`src/hw/rtl/wpu_pkg.sv`:
```
package wpu_pkg;

  localparam int unsigned FRAC_BITS = 30;
  localparam int unsigned DIV_W     = 32 + FRAC_BITS;

  localparam logic [31:0] TAG_RIFF = 32'h4646_4952;
  localparam logic [31:0] TAG_WAVE = 32'h4556_4157;
  localparam logic [31:0] TAG_FMT  = 32'h2074_6D66;
  localparam logic [31:0] TAG_DATA = 32'h6174_6164;
  localparam logic [31:0] FMT_SIZE = 32'd16;

  localparam logic [1:0] KIND_HDR = 2'd0;
  localparam logic [1:0] KIND_SMP = 2'd1;
  localparam logic [1:0] KIND_ERR = 2'd2;

  localparam logic [3:0] ERR_RIFF    = 4'd0;
  localparam logic [3:0] ERR_WAVE    = 4'd1;
  localparam logic [3:0] ERR_FMT     = 4'd2;
  localparam logic [3:0] ERR_FMTSIZE = 4'd3;
  localparam logic [3:0] ERR_DATA    = 4'd4;
  localparam logic [3:0] ERR_NOTPCM  = 4'd5;
  localparam logic [3:0] ERR_CHANS   = 4'd6;
  localparam logic [3:0] ERR_BITS    = 4'd7;
  localparam logic [3:0] ERR_FRAME   = 4'd8;
  localparam logic [3:0] ERR_RATE    = 4'd9;
  localparam logic [3:0] ERR_PARTIAL = 4'd10;
  localparam logic [3:0] ERR_TRUNC   = 4'd11;

  typedef struct packed {
    logic load;
    logic step;
    logic sel_second;
  } wpu_cmd_t;

  typedef struct packed {
    logic no_res;
    logic smp;
    logic div_done;
    logic two;
  } wpu_sts_t;

endpackage

```
`src/hw/rtl/wpu_if.sv`:
```
interface wpu_in_if;
  logic       valid;
  logic       ready;
  logic [7:0] data_byte;
  logic       end_of_stream;
  modport source (output valid, output data_byte, output end_of_stream, input ready);
  modport sink (input valid, input data_byte, input end_of_stream, output ready);
endinterface

interface wpu_out_if;
  logic        valid;
  logic        ready;
  logic [1:0]  kind;
  logic        channel;
  logic [31:0] raw_sample;
  logic signed [31:0] scaled_value;
  logic [3:0]  error_code;
  logic [1:0]  channel_count;
  logic [5:0]  bits_per_sample;
  logic [31:0] sample_rate;
  logic        final_res;
  modport source (output valid, output kind, output channel, output raw_sample,
                  output scaled_value, output error_code, output channel_count,
                  output bits_per_sample, output sample_rate, output final_res,
                  input ready);
  modport sink (input valid, input kind, input channel, input raw_sample,
                input scaled_value, input error_code, input channel_count,
                input bits_per_sample, input sample_rate, input final_res,
                output ready);
endinterface

```
`src/hw/rtl/wpu_datapath.sv`:
```
module wpu_datapath (
  input  logic              clk_i,
  input  logic              rst_ni,
  input  wpu_pkg::wpu_cmd_t cmd_i,
  output wpu_pkg::wpu_sts_t sts_o,
  input  logic [7:0]        data_byte_i,
  input  logic              end_of_stream_i,
  output logic [1:0]        kind_o,
  output logic              channel_o,
  output logic [31:0]       raw_sample_o,
  output logic signed [31:0] scaled_value_o,
  output logic [3:0]        error_code_o,
  output logic [1:0]        channel_count_o,
  output logic [5:0]        bits_per_sample_o,
  output logic [31:0]       sample_rate_o,
  output logic              final_res_o
);
  import wpu_pkg::*;

  typedef enum logic [1:0] {
    M_HEADER = 2'd0,
    M_DATA   = 2'd1,
    M_HALT   = 2'd2
  } mode_e;

  mode_e       mode_q, mode_d;
  logic [5:0]  cnt_q, cnt_d;
  logic [31:0] shift_q, shift_d;
  logic [15:0] fmt_q, fmt_d, chan_q, chan_d, frame_q, frame_d, width_q, width_d;
  logic [31:0] rate_q, rate_d, brate_q, brate_d, accum_q, accum_d;
  logic [1:0]  bis_q, bis_d;
  logic        chi_q, chi_d;

  logic [7:0]  byte_q;
  logic        eos_q;

  // staged result
  logic [1:0]  k0_q;
  logic [3:0]  e0_q;
  logic        ch0_q;
  logic [31:0] raw0_q, rate0_q;
  logic [1:0]  cc0_q;
  logic [5:0]  bits0_q;
  logic        two_q;

  // divide by 2^k-1: fold the chunks above bit k back into the remainder
  logic             busy_q;
  logic [1:0]       sh_q;
  logic [31:0]      quo_q, m_q;
  logic [DIV_W-1:0] rem_q;
  logic             neg_q;
  logic [31:0]      div_hi, div_lo;
  logic             div_last;

  // header evaluation
  logic        h_err, h_acc;
  logic [3:0]  h_code;
  logic [31:0] prod_cw, prod_fr;

  // data evaluation
  logic [2:0]  nbytes;
  logic [31:0] acc_n;
  logic        complete;
  logic [1:0]  bis_n;
  logic        chi_n;
  logic        partial;
  logic [31:0] m_n, mag_n;

  logic        r_hdr, r_err, r_smp, r_two;

  assign prod_cw = {16'd0, chan_q} * {16'd0, width_q};
  assign prod_fr = 32'(frame_q * rate_q);

  always_comb begin
    shift_d = {byte_q, shift_q[31:8]};
    fmt_d   = fmt_q;
    chan_d  = chan_q;
    rate_d  = rate_q;
    brate_d = brate_q;
    frame_d = frame_q;
    width_d = width_q;
    h_err   = 1'b0;
    h_acc   = 1'b0;
    h_code  = ERR_RIFF;
    case (cnt_q)
      6'd3:  if (shift_d != TAG_RIFF) begin h_err = 1'b1; h_code = ERR_RIFF; end
      6'd11: if (shift_d != TAG_WAVE) begin h_err = 1'b1; h_code = ERR_WAVE; end
      6'd15: if (shift_d != TAG_FMT) begin h_err = 1'b1; h_code = ERR_FMT; end
      6'd19: if (shift_d != FMT_SIZE) begin h_err = 1'b1; h_code = ERR_FMTSIZE; end
      6'd21: fmt_d = shift_d[31:16];
      6'd23: chan_d = shift_d[31:16];
      6'd27: rate_d = shift_d;
      6'd31: brate_d = shift_d;
      6'd33: frame_d = shift_d[31:16];
      6'd35: width_d = shift_d[31:16];
      6'd39: if (shift_d != TAG_DATA) begin h_err = 1'b1; h_code = ERR_DATA; end
      6'd43: begin
        h_err = 1'b1;
        if (fmt_q != 16'd1) h_code = ERR_NOTPCM;
        else if (chan_q != 16'd1 && chan_q != 16'd2) h_code = ERR_CHANS;
        else if (width_q != 16'd8 && width_q != 16'd16 &&
                 width_q != 16'd24 && width_q != 16'd32) h_code = ERR_BITS;
        else if ({16'd0, frame_q} != {3'd0, prod_cw[31:3]}) h_code = ERR_FRAME;
        else if (brate_q != prod_fr) h_code = ERR_RATE;
        else begin
          h_err = 1'b0;
          h_acc = 1'b1;
        end
      end
      default: ;
    endcase
    if (!h_err && !h_acc && eos_q) begin
      h_err  = 1'b1;
      h_code = ERR_TRUNC;
    end
  end

  always_comb begin
    nbytes   = width_q[5:3];
    acc_n    = accum_q | ({24'd0, byte_q} << {bis_q, 3'b000});
    complete = ({1'b0, bis_q} + 3'd1) >= nbytes;
    bis_n    = complete ? 2'd0 : bis_q + 2'd1;
    chi_n    = complete ? ((chan_q == 16'd2) ? ~chi_q : 1'b0) : chi_q;
    partial  = eos_q && (bis_n != 2'd0 || chi_n);
    case (nbytes)
      3'd1:    m_n = 32'h0000_007F;
      3'd2:    m_n = 32'h0000_7FFF;
      3'd3:    m_n = 32'h007F_FFFF;
      default: m_n = 32'h7FFF_FFFF;
    endcase
    mag_n = (acc_n <= m_n) ? m_n - acc_n : acc_n - m_n;
  end

  always_comb begin
    r_hdr = 1'b0;
    r_err = 1'b0;
    r_smp = 1'b0;
    r_two = 1'b0;
    if (mode_q == M_HEADER) begin
      r_err = h_err;
      r_hdr = h_acc;
    end else if (mode_q == M_DATA) begin
      r_smp = complete;
      r_err = partial && !complete;
      r_two = partial && complete;
    end
  end

  always_comb begin
    case (sh_q)
      2'd0:    div_hi = 32'(rem_q >> 7);
      2'd1:    div_hi = 32'(rem_q >> 15);
      2'd2:    div_hi = 32'(rem_q >> 23);
      default: div_hi = 32'(rem_q >> 31);
    endcase
    div_lo   = rem_q[31:0] & m_q;
    div_last = (div_hi == 32'd0) && (rem_q[31:0] != m_q);
  end

  assign sts_o.no_res   = !(r_hdr || r_err || r_smp);
  assign sts_o.smp      = r_smp;
  assign sts_o.div_done = !busy_q;
  assign sts_o.two      = two_q;

  always_ff @(posedge clk_i or negedge rst_ni) begin
    if (!rst_ni) begin
      mode_q  <= M_HEADER;
      cnt_q   <= '0;
      shift_q <= '0;
      fmt_q   <= '0;
      chan_q  <= '0;
      rate_q  <= '0;
      brate_q <= '0;
      frame_q <= '0;
      width_q <= '0;
      accum_q <= '0;
      bis_q   <= '0;
      chi_q   <= 1'b0;
      busy_q  <= 1'b0;
    end else begin
      if (cmd_i.step) begin
        if (eos_q) begin
          mode_q  <= M_HEADER;
          cnt_q   <= '0;
          shift_q <= '0;
          fmt_q   <= '0;
          chan_q  <= '0;
          rate_q  <= '0;
          brate_q <= '0;
          frame_q <= '0;
          width_q <= '0;
          accum_q <= '0;
          bis_q   <= '0;
          chi_q   <= 1'b0;
        end else if (mode_q == M_HEADER) begin
          shift_q <= shift_d;
          fmt_q   <= fmt_d;
          chan_q  <= chan_d;
          rate_q  <= rate_d;
          brate_q <= brate_d;
          frame_q <= frame_d;
          width_q <= width_d;
          cnt_q   <= cnt_q + 6'd1;
          if (h_err) begin
            mode_q <= M_HALT;
          end else if (h_acc) begin
            mode_q  <= M_DATA;
            accum_q <= '0;
            bis_q   <= '0;
            chi_q   <= 1'b0;
          end
        end else if (mode_q == M_DATA) begin
          accum_q <= complete ? 32'd0 : acc_n;
          bis_q   <= bis_n;
          chi_q   <= chi_n;
        end
        if (r_smp) begin
          busy_q <= 1'b1;
        end
      end else if (busy_q && div_last) begin
        busy_q <= 1'b0;
      end
    end
  end

  always_ff @(posedge clk_i) begin
    if (cmd_i.load) begin
      byte_q <= data_byte_i;
      eos_q  <= end_of_stream_i;
    end
    if (cmd_i.step) begin
      k0_q    <= r_smp ? KIND_SMP : (r_hdr ? KIND_HDR : KIND_ERR);
      e0_q    <= (mode_q == M_HEADER) ? (h_err ? h_code : ERR_RIFF) :
                 ((r_err) ? ERR_PARTIAL : ERR_RIFF);
      ch0_q   <= r_smp ? chi_q : 1'b0;
      raw0_q  <= r_smp ? acc_n : 32'd0;
      cc0_q   <= r_hdr ? chan_q[1:0] : 2'd0;
      bits0_q <= r_hdr ? width_q[5:0] : 6'd0;
      rate0_q <= r_hdr ? rate_q : 32'd0;
      two_q   <= r_two;
      quo_q   <= '0;
      m_q     <= m_n;
      sh_q    <= 2'(nbytes - 3'd1);
      neg_q   <= acc_n > m_n;
      rem_q   <= {mag_n, {FRAC_BITS{1'b0}}};
    end else if (busy_q) begin
      if (div_hi != 32'd0) begin
        quo_q <= quo_q + div_hi;
        rem_q <= {{(DIV_W - 32){1'b0}}, div_hi + div_lo};
      end else if (rem_q[31:0] == m_q) begin
        quo_q <= quo_q + 32'd1;
        rem_q <= '0;
      end
    end
  end

  always_comb begin
    if (cmd_i.sel_second) begin
      kind_o            = KIND_ERR;
      channel_o         = 1'b0;
      raw_sample_o      = '0;
      scaled_value_o    = '0;
      error_code_o      = ERR_PARTIAL;
      channel_count_o   = '0;
      bits_per_sample_o = '0;
      sample_rate_o     = '0;
      final_res_o       = 1'b1;
    end else begin
      kind_o            = k0_q;
      channel_o         = ch0_q;
      raw_sample_o      = raw0_q;
      scaled_value_o    = (k0_q == KIND_SMP) ? (neg_q ? -quo_q : quo_q) : 32'sd0;
      error_code_o      = e0_q;
      channel_count_o   = cc0_q;
      bits_per_sample_o = bits0_q;
      sample_rate_o     = rate0_q;
      final_res_o       = !two_q;
    end
  end

endmodule

```
`src/hw/rtl/wpu_ctrl.sv`:
```
module wpu_ctrl (
  input  logic              clk_i,
  input  logic              rst_ni,
  input  logic              in_valid_i,
  output logic              in_ready_o,
  output logic              out_valid_o,
  input  logic              out_ready_i,
  output wpu_pkg::wpu_cmd_t cmd_o,
  input  wpu_pkg::wpu_sts_t sts_i
);
  import wpu_pkg::*;

  typedef enum logic [2:0] {
    S_IDLE,
    S_EVAL,
    S_DIV,
    S_OUT0,
    S_OUT1
  } state_e;

  state_e state_q, state_d;

  assign in_ready_o       = (state_q == S_IDLE);
  assign out_valid_o      = (state_q == S_OUT0) || (state_q == S_OUT1);
  assign cmd_o.load       = in_valid_i && in_ready_o;
  assign cmd_o.step       = (state_q == S_EVAL);
  assign cmd_o.sel_second = (state_q == S_OUT1);

  always_comb begin
    state_d = state_q;
    case (state_q)
      S_IDLE: if (in_valid_i) state_d = S_EVAL;
      S_EVAL: begin
        if (sts_i.no_res) state_d = S_IDLE;
        else if (sts_i.smp) state_d = S_DIV;
        else state_d = S_OUT0;
      end
      S_DIV:  if (sts_i.div_done) state_d = S_OUT0;
      S_OUT0: if (out_ready_i) state_d = sts_i.two ? S_OUT1 : S_IDLE;
      S_OUT1: if (out_ready_i) state_d = S_IDLE;
      default: state_d = S_IDLE;
    endcase
  end

  always_ff @(posedge clk_i or negedge rst_ni) begin
    if (!rst_ni) begin
      state_q <= S_IDLE;
    end else begin
      state_q <= state_d;
    end
  end

endmodule

```
`src/hw/rtl/wav_pcm_header_and_sample_unpacker_core.sv`:
```
// Takes a WAV file one byte per item, checks the 44-byte PCM header, then
// unpacks little-endian samples into raw codes and Q2.30 values. A byte that
// gives no result is done once evaluated; a header or error result adds the
// output handshake. A byte that completes a sample also waits for the divide
// by 2^(bits-1)-1, which folds the dividend back on itself in (bits-1)-wide
// chunks, one fold per cycle, and then for the output handshake. A partial-frame
// error after a sample is a second result item.
module wav_pcm_header_and_sample_unpacker_core (
  input logic clk_i,
  input logic rst_ni,
  wpu_in_if.sink    in_i,
  wpu_out_if.source out_o
);
  import wpu_pkg::*;

  wpu_cmd_t cmd;
  wpu_sts_t sts;

  wpu_ctrl u_ctrl (
    .clk_i       (clk_i),
    .rst_ni      (rst_ni),
    .in_valid_i  (in_i.valid),
    .in_ready_o  (in_i.ready),
    .out_valid_o (out_o.valid),
    .out_ready_i (out_o.ready),
    .cmd_o       (cmd),
    .sts_i       (sts)
  );

  wpu_datapath u_dp (
    .clk_i             (clk_i),
    .rst_ni            (rst_ni),
    .cmd_i             (cmd),
    .sts_o             (sts),
    .data_byte_i       (in_i.data_byte),
    .end_of_stream_i   (in_i.end_of_stream),
    .kind_o            (out_o.kind),
    .channel_o         (out_o.channel),
    .raw_sample_o      (out_o.raw_sample),
    .scaled_value_o    (out_o.scaled_value),
    .error_code_o      (out_o.error_code),
    .channel_count_o   (out_o.channel_count),
    .bits_per_sample_o (out_o.bits_per_sample),
    .sample_rate_o     (out_o.sample_rate),
    .final_res_o       (out_o.final_res)
  );

endmodule

```
`src/flat_wrapper.sv`:
```
// flat-port wrapper written by rule: the top's interface ports become plain ports
module wav_pcm_header_and_sample_unpacker_core_flat import wpu_pkg::*;
  (clk_i, rst_ni, in_i_valid, in_i_data_byte, in_i_end_of_stream, in_i_ready, out_o_valid, out_o_kind, out_o_channel, out_o_raw_sample, out_o_scaled_value, out_o_error_code, out_o_channel_count, out_o_bits_per_sample, out_o_sample_rate, out_o_final_res, out_o_ready);
  wpu_in_if in_i_i ();
  wpu_out_if out_o_i ();
  input logic clk_i;
  input logic rst_ni;
  input wire logic [$bits(in_i_i.valid)-1:0] in_i_valid;
  input wire logic [$bits(in_i_i.data_byte)-1:0] in_i_data_byte;
  input wire logic [$bits(in_i_i.end_of_stream)-1:0] in_i_end_of_stream;
  output wire logic [$bits(in_i_i.ready)-1:0] in_i_ready;
  output wire logic [$bits(out_o_i.valid)-1:0] out_o_valid;
  output wire logic [$bits(out_o_i.kind)-1:0] out_o_kind;
  output wire logic [$bits(out_o_i.channel)-1:0] out_o_channel;
  output wire logic [$bits(out_o_i.raw_sample)-1:0] out_o_raw_sample;
  output wire logic [$bits(out_o_i.scaled_value)-1:0] out_o_scaled_value;
  output wire logic [$bits(out_o_i.error_code)-1:0] out_o_error_code;
  output wire logic [$bits(out_o_i.channel_count)-1:0] out_o_channel_count;
  output wire logic [$bits(out_o_i.bits_per_sample)-1:0] out_o_bits_per_sample;
  output wire logic [$bits(out_o_i.sample_rate)-1:0] out_o_sample_rate;
  output wire logic [$bits(out_o_i.final_res)-1:0] out_o_final_res;
  input wire logic [$bits(out_o_i.ready)-1:0] out_o_ready;
  assign in_i_i.valid = in_i_valid;
  assign in_i_i.data_byte = in_i_data_byte;
  assign in_i_i.end_of_stream = in_i_end_of_stream;
  assign in_i_ready = in_i_i.ready;
  assign out_o_valid = out_o_i.valid;
  assign out_o_kind = out_o_i.kind;
  assign out_o_channel = out_o_i.channel;
  assign out_o_raw_sample = out_o_i.raw_sample;
  assign out_o_scaled_value = out_o_i.scaled_value;
  assign out_o_error_code = out_o_i.error_code;
  assign out_o_channel_count = out_o_i.channel_count;
  assign out_o_bits_per_sample = out_o_i.bits_per_sample;
  assign out_o_sample_rate = out_o_i.sample_rate;
  assign out_o_final_res = out_o_i.final_res;
  assign out_o_i.ready = out_o_ready;
  wav_pcm_header_and_sample_unpacker_core u_core (.clk_i(clk_i), .rst_ni(rst_ni), .in_i(in_i_i), .out_o(out_o_i));
endmodule
```
`config.mk`:
```
export PLATFORM = sky130hd
export DESIGN_NAME = wav_pcm_header_and_sample_unpacker_core_flat
export DESIGN_NICKNAME = d
export VERILOG_FILES = /design/src/hw/rtl/wpu_pkg.sv /design/src/hw/rtl/wpu_if.sv /design/src/hw/rtl/wpu_datapath.sv /design/src/hw/rtl/wpu_ctrl.sv /design/src/hw/rtl/wav_pcm_header_and_sample_unpacker_core.sv /design/src/flat_wrapper.sv
export SDC_FILE = /design/constraint.sdc
export NUM_CORES = 2
export LEC_CHECK = 0
export BUFFER_PORTS_ARGS = -buffer_cell sky130_fd_sc_hd__clkbuf_2
export CAP_MARGIN = 20
export CELL_PAD_IN_SITES_DETAIL_PLACEMENT = 1
export CELL_PAD_IN_SITES_GLOBAL_PLACEMENT = 1
export CORE_MARGIN = 3
export CORE_UTILIZATION = 51
export CTS_CLUSTER_DIAMETER = 100
export DETAILED_ROUTE_END_ITERATION = 7
export PLACE_DENSITY = 0.91
export SLEW_MARGIN = 20
export SYNTH_ARGS = -nofsm -noshare
export SYNTH_HDL_FRONTEND = slang
export SYNTH_HIERARCHICAL = 1
export SYNTH_SLANG_ARGS = --single-unit
```
`constraint.sdc`:
```
create_clock -name clk_i -period 10.7 [get_ports clk_i]
set_input_delay 2.14 -clock clk_i [delete_from_list [all_inputs] [get_ports clk_i]]
set_output_delay 2.14 -clock clk_i [all_outputs]
set_load 0.02 [all_outputs]
```
=== Word level (Yosys, flattened, before mapping) ===
Index checks and enable logic that the tools add are counted.

* Register bits after elaboration: 425
* Input port bits: 13

* Add/sub/neg operators: 10
* Multiply operators: 2
* Order comparisons: 3
* Equal/unequal tests: 47
* Shifts and indexed selects: 1
* Muxes and demuxes: 114
* Bitwise logic cells: 4
* Reduce and logical (&&, ||, !) cells: 53

{| class="wikitable"
|+ Operators by type and width
! operator !! number
|-
| $mux W32 || 22
|-
| $mux W62 || 4
|-
| $mux W16 || 12
|-
| $ne A32 B31 Y1 const B || 3
|-
| $pmux W32 S3 || 1
|-
| $pmux W31 S3 || 1
|-
| $add A32 B32 Y32 || 2
|-
| $ne A32 B32 Y1 || 2
|-
| $sub A32 B32 Y32 || 2
|-
| $mux W4 || 10
|-
| $mux W1 || 36
|-
| $add A32 B1 Y32 const B || 1
|-
| $and A32 B32 Y32 || 1
|-
| $eq A32 B32 Y1 || 1
|-
| $gt A32 B32 Y1 || 1
|-
| $le A32 B32 Y1 || 1
|-
| $logic_not A32 Y1 || 1
|-
| $mul A16 B16 Y32 || 1
|-
| $mul A16 B32 Y32 || 1
|-
| $mux W2 || 16
|-
| $ne A16 B1 Y1 const B || 2
|-
| $ne A16 B5 Y1 const B || 2
|-
| $ne A32 B30 Y1 const B || 1
|-
| $ne A32 B5 Y1 const B || 1
|-
| 42 further kinds || 109
|}

=== Depth between registers and ports, before layout ===
* Depth after elaboration: 17
* Depth in mapped cells: 31

=== By module ===
Netlist, hierarchy kept.

{| class="wikitable"
|+ Modules (own cells, without submodules)
! module !! times used !! cells an instance !! area an instance (um2) !! seq. area each (um2)
|-
| wpu_datapath || 1 || 4930 || 45282.2 || 9959.6
|-
| wpu_ctrl || 1 || 27 || 221.5 || 75.1
|}

=== Least setup slack after synthesis ===
No wires, ideal clock.

* Kind: register -> register
* From: register u_core.u_dp.width_q[4]
* To: register u_core.u_ctrl.state_q[0]
* Data arrival time: 7.538 ns
* Data required time: 10.572 ns
* Slack: 3.034 ns
* Stages on the path, launching flop included: 30
* Period minus slack after synthesis: 7.666 ns
* Cells stage by stage: dfrtp_1 -> clkbuf_1 -> clkbuf_1 -> nand2_1 -> fa_1 -> fa_1 -> fa_1 -> inv_1 -> fa_1 -> inv_1 -> fa_1 -> fa_1 -> inv_1 -> ha_1 -> buf_2 -> inv_1 -> or3_1 -> nand3b_4 -> a221o_1 -> a2111oi_2 -> o2111ai_1 -> nor4b_2 -> and4_4 -> nand2_1 -> a21oi_1 -> a21oi_1 -> a2111oi_2 -> or3_1 -> a21oi_1 -> mux2_1

* Longest elaborated chain between the ends: 17

{| class="wikitable"
|+ RTL lines
! element !! line !! RTL
|-
| start: declaration || wpu_datapath.sv:29 || <nowiki>logic [15:0] fmt_q, fmt_d, chan_q, chan_d, frame_q, frame_d, width_q, width_d;</nowiki>
|-
| start signal: assignment || wpu_datapath.sv:202 || <nowiki>width_q <= width_d;</nowiki>
|-
| branches (longest 15 deep; another with $mul A16 B16 Y32) || -- ||
|-
| $mux W2 (*) || wpu_ctrl.sv:34 || <nowiki>if (sts_i.no_res) state_d = S_IDLE;</nowiki>
|-
| $pmux W3 S5 (*) || wpu_ctrl.sv:31 || <nowiki>case (state_q)</nowiki>
|-
| end signal: assignment || wpu_ctrl.sv:49 || <nowiki>state_q <= state_d;</nowiki>
|-
| end: declaration || wpu_ctrl.sv:21 || <nowiki>state_e state_q, state_d;</nowiki>
|}

Mark *: on every way between the ends.
A chain may end at the register's enable or synchronous reset.

=== Final worst setup path ===
* From: register u_core.u_dp.frame_q[5]
* To: register u_core.u_dp.accum_q[26]

* Longest elaborated chain between the ends: 14

{| class="wikitable"
|+ RTL lines
! element !! line !! RTL
|-
| start: declaration || wpu_datapath.sv:29 ||
|-
| start signal: assignment || wpu_datapath.sv:201 || <nowiki>frame_q <= frame_d;</nowiki>
|-
| $mul A16 B32 Y32 || wpu_datapath.sv:72 || <nowiki>assign prod_fr = 32'(frame_q * rate_q);</nowiki>
|-
| $ne A32 B32 Y1 || wpu_datapath.sv:104 || <nowiki>else if (brate_q != prod_fr) h_code = ERR_RATE;</nowiki>
|-
| $mux W1 || wpu_datapath.sv:104 ||
|-
| $mux W1 || wpu_datapath.sv:103 || <nowiki>else if ({16'd0, frame_q} != {3'd0, prod_cw[31:3]}) h_code = ERR_FRAME;</nowiki>
|-
| $mux W1 || wpu_datapath.sv:101 || <nowiki>else if (width_q != 16'd8 && width_q != 16'd16 &&</nowiki>
|-
| $mux W1 || wpu_datapath.sv:100 || <nowiki>else if (chan_q != 16'd1 && chan_q != 16'd2) h_code = ERR_CHANS;</nowiki>
|-
| $mux W1 || wpu_datapath.sv:99 || <nowiki>if (fmt_q != 16'd1) h_code = ERR_NOTPCM;</nowiki>
|-
| $pmux W1 S6 / $mux W1 (equally long branches) || wpu_datapath.sv:85 || <nowiki>case (cnt_q)</nowiki>
|-
| $logic_not A1 Y1 || wpu_datapath.sv:112 || <nowiki>if (!h_err && !h_acc && eos_q) begin</nowiki>
|-
| $logic_and A1 B1 Y1 (2 in a row) || wpu_datapath.sv:112 ||
|-
| $mux W1 || wpu_datapath.sv:112 ||
|-
| $ne A3 B3 Y1 (no line) || -- ||
|-
| $reduce_and A4 Y1 (no line) (*) || -- ||
|-
| end signal: assignment || wpu_datapath.sv:213 || <nowiki>accum_q <= complete ? 32'd0 : acc_n;</nowiki>
|-
| end: declaration || wpu_datapath.sv:30 || <nowiki>logic [31:0] rate_q, rate_d, brate_q, brate_d, accum_q, accum_d;</nowiki>
|}

Mark *: on every way between the ends. The rest lies on a longest branch, timed or not.

==> summary.md <==
| Metric | Value |
|---|---|
| Status | `finished, final reports clean` |
| Drt first pass iters | `6` |
| Top_reg_cell synth | `dfrtp_1` |
| Fmax | `about 100 MHz` |
| Count leader, synth | `inv_1` |
| GR peak layer | `met2` |
| TritonCTS clock tree | `yes` |
| Vias in the first global route | `approximately 45k` |
| Critical path fanouts, max | `30` |
| WS Path Type | `reg -> reg` |
| Synthesized flop and latch total | `388` |
| Final antenna-violating net count | `0` |
| Sequential element share of the synthesized area | `22.1%` |
| Leakage | `20.3 nW` |
| CP startpoint | `u_core/u_dp/frame_q[5]$_DFFE_PN0P_` |
| Critical Path AT | `about 11 ns` |
| GR Util met3 | `9.60%` |
| # resized after CTS | `0` |
| Hold Path Class | `reg -> reg` |
| Worst setup EP type | `register` |
| Most common cell on crit path | `fa_1` |
| Most frequent cells after synthesis | `541 x inv_1, 501 x fa_1, 442 x nand2_1, 415 x and2_1, 312 x ha_1` |
| Layout cells sized above 1 | `7.94%` |
| Initial Utilization | `slightly above 50%` |
| CP Cell Sequence | `buf_4 -> nand2_1 -> fa_1 -> fa_1 -> fa_1 -> fa_1 -> fa_1 -> fa_1 -> inv_1 -> ha_1 -> a21oi_1 -> nand4_1 -> o211ai_1 -> a31oi_1 -> a2111oi_2 -> o41ai_1 -> nor4_2 -> a31oi_1 -> o21bai_2 -> nand2_2 -> mux2_4` |
| WP data required | `11.24 ns` |
| Worst path slowest cell | `dfrtp_1` |
| CTS H-tree lvls | `2` |
| Mapped Cells | `~5k` |
| Met2 Resource Use GR | `between 50 and 60%` |
| MaxCap Viol Count | `0` |
| Final core occ | `55.4%` |
| Routability cong. | `between 0.9 and 1` |
| Final Cycle Share | `approximately 93%` |
| Final hold vios | `0` |
| Flip-flop and latch area | `0.0100 mm^2` |
| Nets@finish | `5725` |
| Power density cells | `about 120 mW/mm^2` |
| 1st-iter DRT viols | `between 4k and 5k` |
| Max transition margin | `about a fifth` |
| Final wirelength | `174000 um` |
| Routing usage on met1 | `a little under half` |
| Hold Startpoint | `u_core/u_dp/rate_q[6]$_DFFE_PN0P_` |
| Non-filler instance count after layout | `a little over 6k` |
| # IOs | `127` |
| Die X | `305 um` |
| Synth warn | `6` |
| Setup TNS | `0 ns` |
| Post-CTS Setup Bufs | `0` |
| Clk_lat worst skew | `around 0.66 ns` |
| Area Growth Syn to Fin | `6.65%` |
| Hold-fix buffers at CTS | `0` |
| Post-DR vias/cell | `6.62` |
| Total die area | `between 0.09 and 0.1 mm^2` |
| Cell accounting for the most synthesized area | `fa_1` |
| Slew Viols, Final | `0` |
| Area of the multi-input gates | `~0.032 mm^2` |
| Setup violations, final | `0` |
| Clock buffer depth | `3` |
| Initial antenna violation count | `9` |
| First-pass GRT wire length | `268000 um` |
| Dpl cells | `~6k` |
| GRT Total Usage | `a little under two fifths` |
| Die Ht | `slightly above 300 um` |
| IO buf count | `126` |
| Detail Placement HPWL | `123000 um` |
| Core Rows | `108` |
| Post-synth ARST share | `51.3%` |
| Post-Syn Area | `between 0.04 and 0.05 mm^2` |
| CP max stage delay | `between 0.8 and 0.9 ns` |
| Largest net degree at the start of global routing | `142` |
| Yosys cell types | `95` |
| Syn Area/Cell | `approximately 9.2 um^2` |
| RSZ-0062 raised after global routing | `no` |
| Clk_skew | `0.0443 ns` |
| Placed Instance Area | `0.0469 mm^2` |
| Worst-Margin Slew | `roughly 1.2 ns` |
| Area contributors post-synth | `fa_1 22%, dfrtp_1 11%, ha_1 8.6%` |
| CTS buffer count | `47` |
| Clock Sinks | `388` |
| Fillers | `9982` |
| Worst VDD drop | `0.000238 V` |
| Root buffer cell | `clkbuf_16` |
| Via count | `40.4k` |
| Final worst path period need | `roughly 10 ns` |
| Critical R2R Launch | `u_core/u_dp/frame_q[5]$_DFFE_PN0P_` |
| Wire per inst | `between 20 and 30 um` |
| Post-synth EDFFs | `between 100 and 150` |
| R2R Setup Slk | `0.73 ns` |
| Total gr overflow | `0` |
| Core Area | `0.0876 mm^2` |
| Reg clk slew, reported paths | `~0.07 ns` |
| Fin area | `0.0485 mm^2` |
| # DRC | `0` |
| Yosys top cell area share | `22.0%` |
| Worst Setup Start Kind | `register` |
## stage by stage
step / hold slack [ns] / worst slack (ns) / total power [mW]
final: 0.508 / 0.735 / 6.00
after global placement: 0.474 / 1.63 / 4.00
after floorplan: 0.449 / 3.03 / 3.36
after CTS: 0.509 / 1.11 / 5.90
after global routing: 0.521 / 0.608 / 6.17
after detailed placement: 0.492 / 1.23 / 4.15
## per-layer routing
| layer | routed length, um | vias to the layer above | part of all wire [%] |
|---|---|---|---|
| met5 | 27 | - | 0.015 |
| met4 | 12900 | 4 | 7.4 |
| met3 | 18400 | 948 | 11 |
| met2 | 80300 | 2679 | 46 |
| met1 | 62900 | 20300 | 36 |
| li1 | - | 16400 | - |
## registers in the layout, indices dropped and copies added (netlist names), 3 cells and up
signal                 cells
u_core/u_dp/brate_q       32
u_core/u_dp/frame_q       16
u_core/u_dp/width_q       16
u_core/u_dp/e0_q           4
u_core/u_dp/m_q            3
u_core/u_dp/rate0_q       32
u_core/u_dp/raw0_q        32
u_core/u_dp/chan_q        16
u_core/u_dp/accum_q       32
u_core/u_dp/quo_q         32
u_core/u_dp/fmt_q         16
u_core/u_dp/cnt_q          6
u_core/u_ctrl/state_q      3
u_core/u_dp/rate_q        32
u_core/u_dp/rem_q         62
u_core/u_dp/byte_q         8
u_core/u_dp/shift_q       24
u_core/u_dp/bits0_q        6
## power by group
| group | switching, mW | total [mW] | internal [mW] |
|---|---|---|---|
| Clock | 0.744 | 1.68 | 0.941 |
| Sequential | 0.293 | 2.17 | 1.88 |
| Combinational | 1.47 | 2.14 | 0.666 |
| Total | 2.51 | 6.00 | 3.49 |
## cells by family (layout without fill, tap and decap cells)
| logic type | count (synthesis) | count (layout) | share of synthesized area [%] |
|---|---|---|---|
| flops | 388 | 388 | 22.1 |
| simple gates | 1740 | 1740 | 19.5 |
| compound gates | 836 | 836 | 11.8 |
| fa+ha+maj | 813 | 813 | 30.6 |
| xor+xnor | 210 | 210 | 4.07 |
| other cells | 1 | 6 | 0.00824 |
| mux | 142 | 142 | 5.02 |
| buf+inv | 827 | 806 | 6.99 |
## cell usage in the layout (no fill, tap or decap), types with 10 or more instances in the layout
cell / n
o21a_1: 33
or3_1: 24
nor3_1: 60
nor2b_1: 98
o22ai_1: 13
and3_1: 11
nor2_1: 306
o41ai_1: 14
nand2_1: 439
mux4_2: 56
a21oi_1: 195
nand2b_1: 65
buf_4: 46
o31ai_1: 23
mux2i_1: 46
a31oi_1: 19
o211ai_1: 18
a22o_1: 35
nand4_1: 39
xor2_1: 96
o21bai_1: 21
clkbuf_1: 11
a21o_1: 62
clkbuf_16: 48
fa_1: 501
a211oi_1: 33
ha_1: 312
dfrtp_1: 198
and2_1: 415
o21ai_0: 253
nor4_1: 43
mux2_4: 30
nand3_1: 172
dfxtp_1: 62
inv_1: 540
clkbuf_2: 125
o2111ai_1: 10
xnor2_1: 113
edfxtp_1: 127
## final cells by class
class,count,share of cell area [%]
multi-input combinational,3744,66.7
sequential,388,20.7
inverter,543,4.20
tap,1155,2.98
clock buffer,66,2.76
timing repair buffer,175,2.12
clock inverter,22,0.554
antenna,3,0.0155
## critical path: cells and delay by family, from the launching register on
kind / cells / cell delay, ns
adders and majority gates: 7 / 3.59
AOI/OAI and AO/OA: 7 / 2.75
and+or+nand+nor: 4 / 1.62
DFF: 1 / 0.84
muxes: 1 / 0.56
buffers and inverters: 2 / 0.46
## final timing paths
check	endpoint	depth (start not counted)
worst max-delay path	u_core/u_dp/accum_q[26]$_DFFE_PN0P_	21
worst min register to register	u_core/u_dp/rate_q[6]$_DFFE_PN0P_	2
worst max register to register	u_core/u_dp/accum_q[26]$_DFFE_PN0P_	21
max in group asynchronous	u_core/u_dp/frame_q[13]$_DFFE_PN0P_	3
min in group asynchronous	u_core/u_dp/accum_q[24]$_DFFE_PN0P_	1
worst min-delay path	u_core/u_dp/rate_q[6]$_DFFE_PN0P_	2
Power figures use the tool's default switching activity.
